$ cat src/design/dcns_pkg.sv
// Shared types, constants and geometry helpers of the directional cone search unit.
package dcns_pkg;

    localparam int MAX_WINDOWS_DEF = 32;
    localparam int SLOT_FIELD_W    = 5;
    localparam int COORD_W         = 16;
    localparam int ORIGIN_W        = 18;
    localparam int CENTER_W        = 19;
    localparam int DELTA_W         = 20;
    localparam int SQ_W            = 37;
    localparam int DIST_W          = 38;
    localparam int IDX_EXT_W       = 9;
    localparam int GEOM_W          = 64;
    localparam int QUEUE_DEPTH     = 2;
    localparam int S_TDATA_W       = 120;
    localparam int S_TUSER_W       = 1;
    localparam int M_TDATA_W       = 8;
    localparam int M_TUSER_W       = 2;

    typedef enum logic [0:0] {
        REQ_WRITE  = 1'b0,
        REQ_SEARCH = 1'b1
    } req_t;

    typedef enum logic [1:0] {
        GO_LEFT  = 2'd0,
        GO_RIGHT = 2'd1,
        GO_UP    = 2'd2,
        GO_DOWN  = 2'd3
    } dir_t;

    typedef enum logic [2:0] {
        ST_IDLE,
        ST_WRITE,
        ST_FOCUS,
        ST_ORIGIN,
        ST_SCAN,
        ST_DRAIN,
        ST_DONE
    } state_t;

    // One classified request as it waits between the front and the back.
    typedef struct packed {
        logic                       is_search;
        logic [SLOT_FIELD_W-1:0]    slot;
        logic                       slot_ok;
        logic [COORD_W-1:0]         pos_x;
        logic [COORD_W-1:0]         pos_y;
        logic [COORD_W-1:0]         width;
        logic [COORD_W-1:0]         height;
        logic                       win_valid;
        dir_t                       direction;
        logic                       focus_ok;
        logic [SLOT_FIELD_W-1:0]    focus_slot;
        logic signed [ORIGIN_W-1:0] origin_x2;
        logic signed [ORIGIN_W-1:0] origin_y2;
    } cmd_t;

    // Doubled center along one axis: 2 * edge + extent.
    function automatic logic signed [CENTER_W-1:0] center2(
        input logic [COORD_W-1:0] edge_pos,
        input logic [COORD_W-1:0] extent
    );
        logic [CENTER_W-1:0] sum;
        begin
            sum = {{2{edge_pos[COORD_W-1]}}, edge_pos, 1'b0} + {3'b000, extent};
            return signed'(sum);
        end
    endfunction

    // Returns {wide, narrow} cone membership of the vector (dx, dy).
    function automatic logic [1:0] cone_test(
        input logic signed [DELTA_W-1:0] dx,
        input logic signed [DELTA_W-1:0] dy,
        input dir_t                      dir
    );
        logic                      zero;
        logic signed [DELTA_W-1:0] ax;
        logic signed [DELTA_W-1:0] ay;
        logic                      narrow;
        logic                      wide;
        begin
            zero = (dx == '0) && (dy == '0);
            ax   = dx[DELTA_W-1] ? -dx : dx;
            ay   = dy[DELTA_W-1] ? -dy : dy;
            case (dir)
                GO_LEFT:
                begin
                    narrow = !zero && (-dx >= ay);
                    wide   = !zero && (dx <= 0);
                end
                GO_RIGHT:
                begin
                    narrow = (dx >= ay);
                    wide   = (dx >= 0);
                end
                GO_UP:
                begin
                    narrow = !zero && (-dy >= ax);
                    wide   = (dy <= 0);
                end
                default:
                begin
                    narrow = !zero && (dy >= ax);
                    wide   = (dy >= 0);
                end
            endcase
            return {wide, narrow};
        end
    endfunction

endpackage

$ cat src/design/dcns_ram.sv
// Generic single-write, single-read RAM with registered read data.
module dcns_ram #(
    parameter int WIDTH = 8,
    parameter int DEPTH = 32
) (
    input  logic                     clk,
    input  logic                     we,
    input  logic [$clog2(DEPTH)-1:0] waddr,
    input  logic [WIDTH-1:0]         wdata,
    input  logic [$clog2(DEPTH)-1:0] raddr,
    output logic [WIDTH-1:0]         rdata
);

    logic [WIDTH-1:0] mem_reg [DEPTH];

    always_ff @(posedge clk)
    begin
        if (we)
        begin
            mem_reg[waddr] <= wdata;
        end
        rdata <= mem_reg[raddr];
    end

endmodule

$ cat src/design/dcns_back.sv
// Back part: window table, slot scan pipeline with nearest tracking, and result register.
module dcns_back
    import dcns_pkg::*;
#(
    parameter int MAX_WINDOWS = MAX_WINDOWS_DEF
) (
    input  logic                 clk,
    input  logic                 rst_n,
    input  logic                 q_valid,
    input  cmd_t                 q_cmd,
    output logic                 q_pop,
    output logic                 m_tvalid,
    input  logic                 m_tready,
    output logic [M_TDATA_W-1:0] m_tdata,
    output logic [M_TUSER_W-1:0] m_tuser
);

    localparam int SLOT_W = $clog2(MAX_WINDOWS);

    state_t                     state_reg;
    state_t                     state_next;
    cmd_t                       cmd_reg;
    logic [SLOT_W-1:0]          scan_idx_reg;
    logic [SLOT_W-1:0]          scan_idx_next;
    logic [MAX_WINDOWS-1:0]     valid_reg;

    logic                       ram_we;
    logic [SLOT_W-1:0]          ram_waddr;
    logic [GEOM_W-1:0]          ram_wdata;
    logic [SLOT_W-1:0]          ram_raddr;
    logic [GEOM_W-1:0]          ram_rdata;
    logic [IDX_EXT_W-1:0]       slot_ext;
    logic [IDX_EXT_W-1:0]       focus_ext;

    logic signed [CENTER_W-1:0] ox_reg;
    logic signed [CENTER_W-1:0] oy_reg;
    logic signed [CENTER_W-1:0] fcx;
    logic signed [CENTER_W-1:0] fcy;

    // Scan pipeline: read, delta, cone and squares, best update.
    logic                       scan_rd;
    logic                       rd_vld_reg;
    logic [SLOT_W-1:0]          rd_idx_reg;
    logic                       s1_vld_reg;
    logic [SLOT_W-1:0]          s1_idx_reg;
    logic                       s1_elig_reg;
    logic signed [DELTA_W-1:0]  s1_dx_reg;
    logic signed [DELTA_W-1:0]  s1_dy_reg;
    logic                       s2_vld_reg;
    logic [SLOT_W-1:0]          s2_idx_reg;
    logic                       s2_nar_reg;
    logic                       s2_wid_reg;
    logic [SQ_W-1:0]            s2_sqx_reg;
    logic [SQ_W-1:0]            s2_sqy_reg;

    logic signed [CENTER_W-1:0] scx;
    logic signed [CENTER_W-1:0] scy;
    logic                       s1_elig;
    logic [1:0]                 cone;
    logic signed [2*DELTA_W-1:0] prod_x;
    logic signed [2*DELTA_W-1:0] prod_y;
    logic [DIST_W-1:0]          sq_dist;

    logic                       nb_found_reg;
    logic [SLOT_W-1:0]          nb_slot_reg;
    logic [DIST_W-1:0]          nb_dist_reg;
    logic                       wb_found_reg;
    logic [SLOT_W-1:0]          wb_slot_reg;
    logic [DIST_W-1:0]          wb_dist_reg;

    logic                       out_valid_reg;
    logic                       out_valid_next;
    logic                       out_load;
    logic                       out_found_reg;
    logic [SLOT_FIELD_W-1:0]    out_slot_reg;
    logic                       out_wide_reg;
    logic [SLOT_W-1:0]          res_idx;
    logic [IDX_EXT_W-1:0]       res_ext;

    assign slot_ext  = IDX_EXT_W'(cmd_reg.slot);
    assign focus_ext = IDX_EXT_W'(cmd_reg.focus_slot);

    assign ram_we    = (state_reg == ST_WRITE) && cmd_reg.slot_ok;
    assign ram_waddr = slot_ext[SLOT_W-1:0];
    assign ram_wdata = {cmd_reg.height, cmd_reg.width, cmd_reg.pos_y, cmd_reg.pos_x};
    assign ram_raddr = (state_reg == ST_SCAN) ? scan_idx_reg : focus_ext[SLOT_W-1:0];
    assign scan_rd   = (state_reg == ST_SCAN);

    dcns_ram #(
        .WIDTH(GEOM_W),
        .DEPTH(MAX_WINDOWS)
    ) u_geom_ram (
        .clk  (clk),
        .we   (ram_we),
        .waddr(ram_waddr),
        .wdata(ram_wdata),
        .raddr(ram_raddr),
        .rdata(ram_rdata)
    );

    // Geometry word: x, y, width, height from the lowest bits up.
    assign scx = center2(ram_rdata[15:0], ram_rdata[47:32]);
    assign scy = center2(ram_rdata[31:16], ram_rdata[63:48]);
    assign fcx = scx;
    assign fcy = scy;

    assign s1_elig = valid_reg[rd_idx_reg]
                     && !(cmd_reg.focus_ok && (IDX_EXT_W'(rd_idx_reg) == focus_ext));

    assign cone    = cone_test(s1_dx_reg, s1_dy_reg, cmd_reg.direction);
    assign prod_x  = s1_dx_reg * s1_dx_reg;
    assign prod_y  = s1_dy_reg * s1_dy_reg;
    assign sq_dist = DIST_W'(s2_sqx_reg) + DIST_W'(s2_sqy_reg);

    // The narrow cone wins whenever it found anything.
    assign res_idx  = nb_found_reg ? nb_slot_reg : wb_slot_reg;
    assign res_ext  = IDX_EXT_W'(res_idx);
    assign out_load = (state_reg == ST_DONE) && (!out_valid_reg || m_tready);

    always_comb
    begin
        state_next     = state_reg;
        scan_idx_next  = scan_idx_reg;
        q_pop          = 1'b0;
        out_valid_next = out_valid_reg;
        if (m_tready)
        begin
            out_valid_next = 1'b0;
        end
        case (state_reg)
            ST_IDLE:
            begin
                if (q_valid)
                begin
                    q_pop      = 1'b1;
                    state_next = q_cmd.is_search ? ST_FOCUS : ST_WRITE;
                end
            end
            ST_WRITE:
            begin
                state_next = ST_DONE;
            end
            ST_FOCUS:
            begin
                state_next = ST_ORIGIN;
            end
            ST_ORIGIN:
            begin
                scan_idx_next = '0;
                state_next    = ST_SCAN;
            end
            ST_SCAN:
            begin
                if (scan_idx_reg == SLOT_W'(MAX_WINDOWS - 1))
                begin
                    state_next = ST_DRAIN;
                end
                else
                begin
                    scan_idx_next = scan_idx_reg + 1'b1;
                end
            end
            ST_DRAIN:
            begin
                if (!rd_vld_reg && !s1_vld_reg && !s2_vld_reg)
                begin
                    state_next = ST_DONE;
                end
            end
            ST_DONE:
            begin
                if (out_load)
                begin
                    out_valid_next = 1'b1;
                    state_next     = ST_IDLE;
                end
            end
            default:
            begin
                state_next = ST_IDLE;
            end
        endcase
    end

    always_ff @(posedge clk or negedge rst_n)
    begin
        if (!rst_n)
        begin
            state_reg     <= ST_IDLE;
            scan_idx_reg  <= '0;
            valid_reg     <= '0;
            rd_vld_reg    <= 1'b0;
            s1_vld_reg    <= 1'b0;
            s2_vld_reg    <= 1'b0;
            nb_found_reg  <= 1'b0;
            wb_found_reg  <= 1'b0;
            out_valid_reg <= 1'b0;
        end
        else
        begin
            state_reg     <= state_next;
            scan_idx_reg  <= scan_idx_next;
            rd_vld_reg    <= scan_rd;
            s1_vld_reg    <= rd_vld_reg;
            s2_vld_reg    <= s1_vld_reg;
            out_valid_reg <= out_valid_next;
            if (ram_we)
            begin
                valid_reg[ram_waddr] <= cmd_reg.win_valid;
            end
            if (state_reg == ST_ORIGIN)
            begin
                nb_found_reg <= 1'b0;
                wb_found_reg <= 1'b0;
            end
            else if (s2_vld_reg)
            begin
                if (s2_nar_reg && (!nb_found_reg || sq_dist < nb_dist_reg))
                begin
                    nb_found_reg <= 1'b1;
                end
                if (s2_wid_reg && (!wb_found_reg || sq_dist < wb_dist_reg))
                begin
                    wb_found_reg <= 1'b1;
                end
            end
        end
    end

    always_ff @(posedge clk)
    begin
        if (state_reg == ST_IDLE && q_valid)
        begin
            cmd_reg <= q_cmd;
        end
        if (state_reg == ST_ORIGIN)
        begin
            // A focused window without area falls back to the given origin.
            if (cmd_reg.focus_ok && ram_rdata[47:32] != '0 && ram_rdata[63:48] != '0)
            begin
                ox_reg <= fcx;
                oy_reg <= fcy;
            end
            else
            begin
                ox_reg <= CENTER_W'(cmd_reg.origin_x2);
                oy_reg <= CENTER_W'(cmd_reg.origin_y2);
            end
        end
        rd_idx_reg  <= scan_idx_reg;
        s1_idx_reg  <= rd_idx_reg;
        s1_elig_reg <= s1_elig;
        s1_dx_reg   <= DELTA_W'(scx) - DELTA_W'(ox_reg);
        s1_dy_reg   <= DELTA_W'(scy) - DELTA_W'(oy_reg);
        s2_idx_reg  <= s1_idx_reg;
        s2_nar_reg  <= s1_elig_reg && cone[0];
        s2_wid_reg  <= s1_elig_reg && cone[1];
        s2_sqx_reg  <= prod_x[SQ_W-1:0];
        s2_sqy_reg  <= prod_y[SQ_W-1:0];
        if (s2_vld_reg && state_reg != ST_ORIGIN)
        begin
            if (s2_nar_reg && (!nb_found_reg || sq_dist < nb_dist_reg))
            begin
                nb_slot_reg <= s2_idx_reg;
                nb_dist_reg <= sq_dist;
            end
            if (s2_wid_reg && (!wb_found_reg || sq_dist < wb_dist_reg))
            begin
                wb_slot_reg <= s2_idx_reg;
                wb_dist_reg <= sq_dist;
            end
        end
        if (out_load)
        begin
            if (cmd_reg.is_search && (nb_found_reg || wb_found_reg))
            begin
                out_found_reg <= 1'b1;
                out_slot_reg  <= res_ext[SLOT_FIELD_W-1:0];
                out_wide_reg  <= !nb_found_reg;
            end
            else
            begin
                out_found_reg <= 1'b0;
                out_slot_reg  <= '0;
                out_wide_reg  <= 1'b0;
            end
        end
    end

    assign m_tvalid = out_valid_reg;
    assign m_tdata  = M_TDATA_W'(out_slot_reg);
    assign m_tuser  = {out_wide_reg, out_found_reg};

endmodule

$ cat config.mk
export PLATFORM = sky130hd
export DESIGN_NAME = dcns_back
export DESIGN_NICKNAME = d
export VERILOG_FILES = /design/src/design/dcns_pkg.sv /design/src/design/dcns_ram.sv /design/src/design/dcns_back.sv
export SDC_FILE = /design/constraint.sdc
export NUM_CORES = 2
export LEC_CHECK = 0
export ABC_AREA = 1
export BUFFER_PORTS_ARGS = -buffer_cell sky130_fd_sc_hd__buf_2
export CORE_AREA = 2 2 478 480
export DETAILED_ROUTE_END_ITERATION = 10
export DIE_AREA = 0 0 480 482
export PLACE_DENSITY = 0.85
export SETUP_SLACK_MARGIN = 0.2
export SYNTH_ARGS = -nofsm -noshare
export SYNTH_HDL_FRONTEND = slang
export SYNTH_SLANG_ARGS = --single-unit
$ cat constraint.sdc
create_clock -name clk -period 6.3 [get_ports clk]
set_input_delay 0.945 -clock clk [delete_from_list [all_inputs] [get_ports clk]]
set_output_delay 0.945 -clock clk [all_outputs]
set_load 0.02 [all_outputs]
==> results.yml <==
sta:
  finalCritPeriodShare: 0.9820
  relSlewSlack: 0.1865
  worst_slack_ps: 113.3
  finalClockSkew_ps: 119.2
  fin_crit_ps: 6187
  rsz0062_at_grt: "true"
  fmax_mhz: 161.6
  tightest_slew_ps: 1217
  finalHoldViolCount: 0
  finalSetupViolCount: 0
  drv_slew: 0
yosys:
  syn_area_mm2: 0.1308
  synth_cell_types: 52
  synthArstFlopShare: 0.01816
  synth_edf_count: 2293
  ys_ff_latch: 2533
  synth_flop_cell: "edfxtp_1"
  synth_compound_area_frac: 0.09239
  netlist_instances: 11830
  yosysWarnings: 0
  syn_area_per_cell_um2: 11.06
  synth.mux.area_fraction: 0
  yosys.area_share.simple: 0.1110
  synth_top_family_by_area: "adder cells"
  synth_xor_area_frac: 0.01400
  synthAdderAreaFrac: 0.1558
  seq_area_frac_synth: 0.5651
status:
  status: "finished clean"
setup_path:
  max_stage_delay_ps: 620
  crit_fanout: 5
  worst-path-buf-inv: 8
  cp_cell_sequence: "buf_6 -> buf_12 -> nand2_2 -> inv_2 -> fa_2 -> fa_2 -> fa_2 -> inv_2 -> fa_1 -> inv_1 -> fa_1 -> inv_1 -> fa_1 -> fa_1 -> inv_1 -> ha_4 -> nand2_2 -> o21a_1 -> o211ai_1 -> nor2_1 -> nand3_1 -> inv_1 -> nand2_1 -> nand2_1"
  crit_family: "adder cells"
  cp_data_arrival_time_ps: 6900
  cp-end-kind: "flop"
  slowest_stage: "fa_2"
  path_class: "reg -> reg"
  start_kind: "flop"
  rrSetupSlack_ps: 110
  required_ps: 7010
cts:
  clockBufferDepth: 3
  cts_max_level: 4
  cts_tree: "yes"
  cts_buffers: 238
  clkTransAtPathRegs_ps: 60
  root_buffer: "clkbuf_16"
  cts_sinks: 2533
  clk_latency_ps: 930
flow_run:
  maxCapViolCount: 0
route:
  drtAntennaViolNets: 0
  dr.first_iter.drc_count: 14240
  drcViolationCount: 0
  wl_per_cell_um: 24.86
  drt_pre_antenna_iters: 6
  postRouteWirelength_um: 378600
  vias: 95500
  vias_per_cell: 6.269
cells_and_area:
  final_layout_size_suffix_gt1_frac: 0.1065
  layout_commonest_cell: "edfxtp_1"
  nets: 13320
  nFillCells: 15180
  final_cell_mix: "2293 x edfxtp_1, 1576 x nand2_1, 1447 x inv_1, 1283 x nor2_1, 1164 x o21ai_0"
  regArea_mm2: 0.07400
  area_delta_synth_final_pct: 12.30
  multi_input_area_mm2: 0.05056
  largest_reg_flops: 2048
floorplan:
  initial_core_util: 0.5776
  core_region_area_mm2: 0.2264
  ios: 132
  die_h_um: 482
  dieWidth_um: 480
  rows: 175
  dieArea_mm2: 0.2314
global_routing:
  grt_max_degree: 223
  antenna_found_initial: 15
  track_usage: 0.3138
  grt-ovfl-total: 0
  first_global_vias: 94260
  grt_first_pass_wirelength_um: 549700
placed_design:
  globalplace.congestion: 0.9703
  io_buffers: 128
  dp_hpwl_um: 215600
  pre_cts_ws_ps: -81.10
hold_path:
  hp-class: "in -> reg"
cells in the mapped netlist (all sizes together) (194+ instances only):
cell,number,area (µm²)
clkbuf,355,1333
nand3,482,2412
o21ai,1234,6180
edfxtp,2293,68860
dfxtp,194,3884
nor2,1349,5066
a21oi,308,1541
ha,468,5856
inv,1520,5710
fa,725,14510
nand2,1654,6221
buf,197,1020
o22ai,443,2771
layer usage:
metal  wire length (µm)  GRT usage  up-vias
met5                 39          0        -
met4              31600     0.2126        6
met3              46050    0.06382     1959
met2             178000     0.5158     7483
met1             122900     0.3755    45620
li1                   -          -    40440
cells by family after synthesis:
kind of cell             after synthesis
other                                  1
flip-flops                          2533
AO/OA/AOI/OAI                       2191
adder cells (fa/ha/maj)             1193
buffers and inverters               2075
XOR/XNOR                             209
AND/OR/NAND/NOR                     3624
final timing paths:
path / startpoint / to / cells past startpoint
min in group asynchronous: rst_n / valid_reg[0] / 1
worst max register to register: s1_dx_reg[19] / s2_sqx_reg[36] / 24
worst min-delay path: q_cmd[59] / cmd_reg[59] / 1
max in group asynchronous: rst_n / valid_reg[23] / 1
worst max-delay path: s1_dx_reg[19] / s2_sqx_reg[36] / 24
worst min register to register: s1_idx_reg[4] / s2_idx_reg[4] / 0
through the flow:
step / std cells / hold WS, ps / util / instance area, µm² / TNS [ps]
4_1_cts: 15130 / 163.0 / 0.6376 / 144400 / 0
3_3_place_gp: 14660 / 310.7 / 0.5994 / 135700 / 0
6_report: 15230 / 189.8 / 0.6486 / 146900 / 0
5_1_grt: 15230 / 177.9 / 0.6485 / 146800 / -285.6
2_1_floorplan: 11830 / 309.6 / - / 130900 / 0
3_5_place_dp: 14660 / 313.6 / 0.5994 / 135700 / -98.92
final cells by class:
type / count / area share
Antenna cell: 8 / 0.0001363
Clock buffer: 308 / 0.04408
Clock inverter: 147 / 0.01211
Inverter: 1523 / 0.03935
Multi-Input combinational cell: 7220 / 0.3443
Sequential cell: 2533 / 0.5039
Tap cell: 3009 / 0.02564
Timing Repair Buffer: 486 / 0.03045
repair_timing:
item                       CTS  global route
hold buffers                 0             0
pin swaps                   12           159
gates cloned                 1            11
buffers inserted             6            89
setup endpoints to repair   37            46
resized for setup           84           427
Power is left out: the tool's default activity adds up to more than one toggle a clock period on the data nets, which glitch-free logic cannot reach.
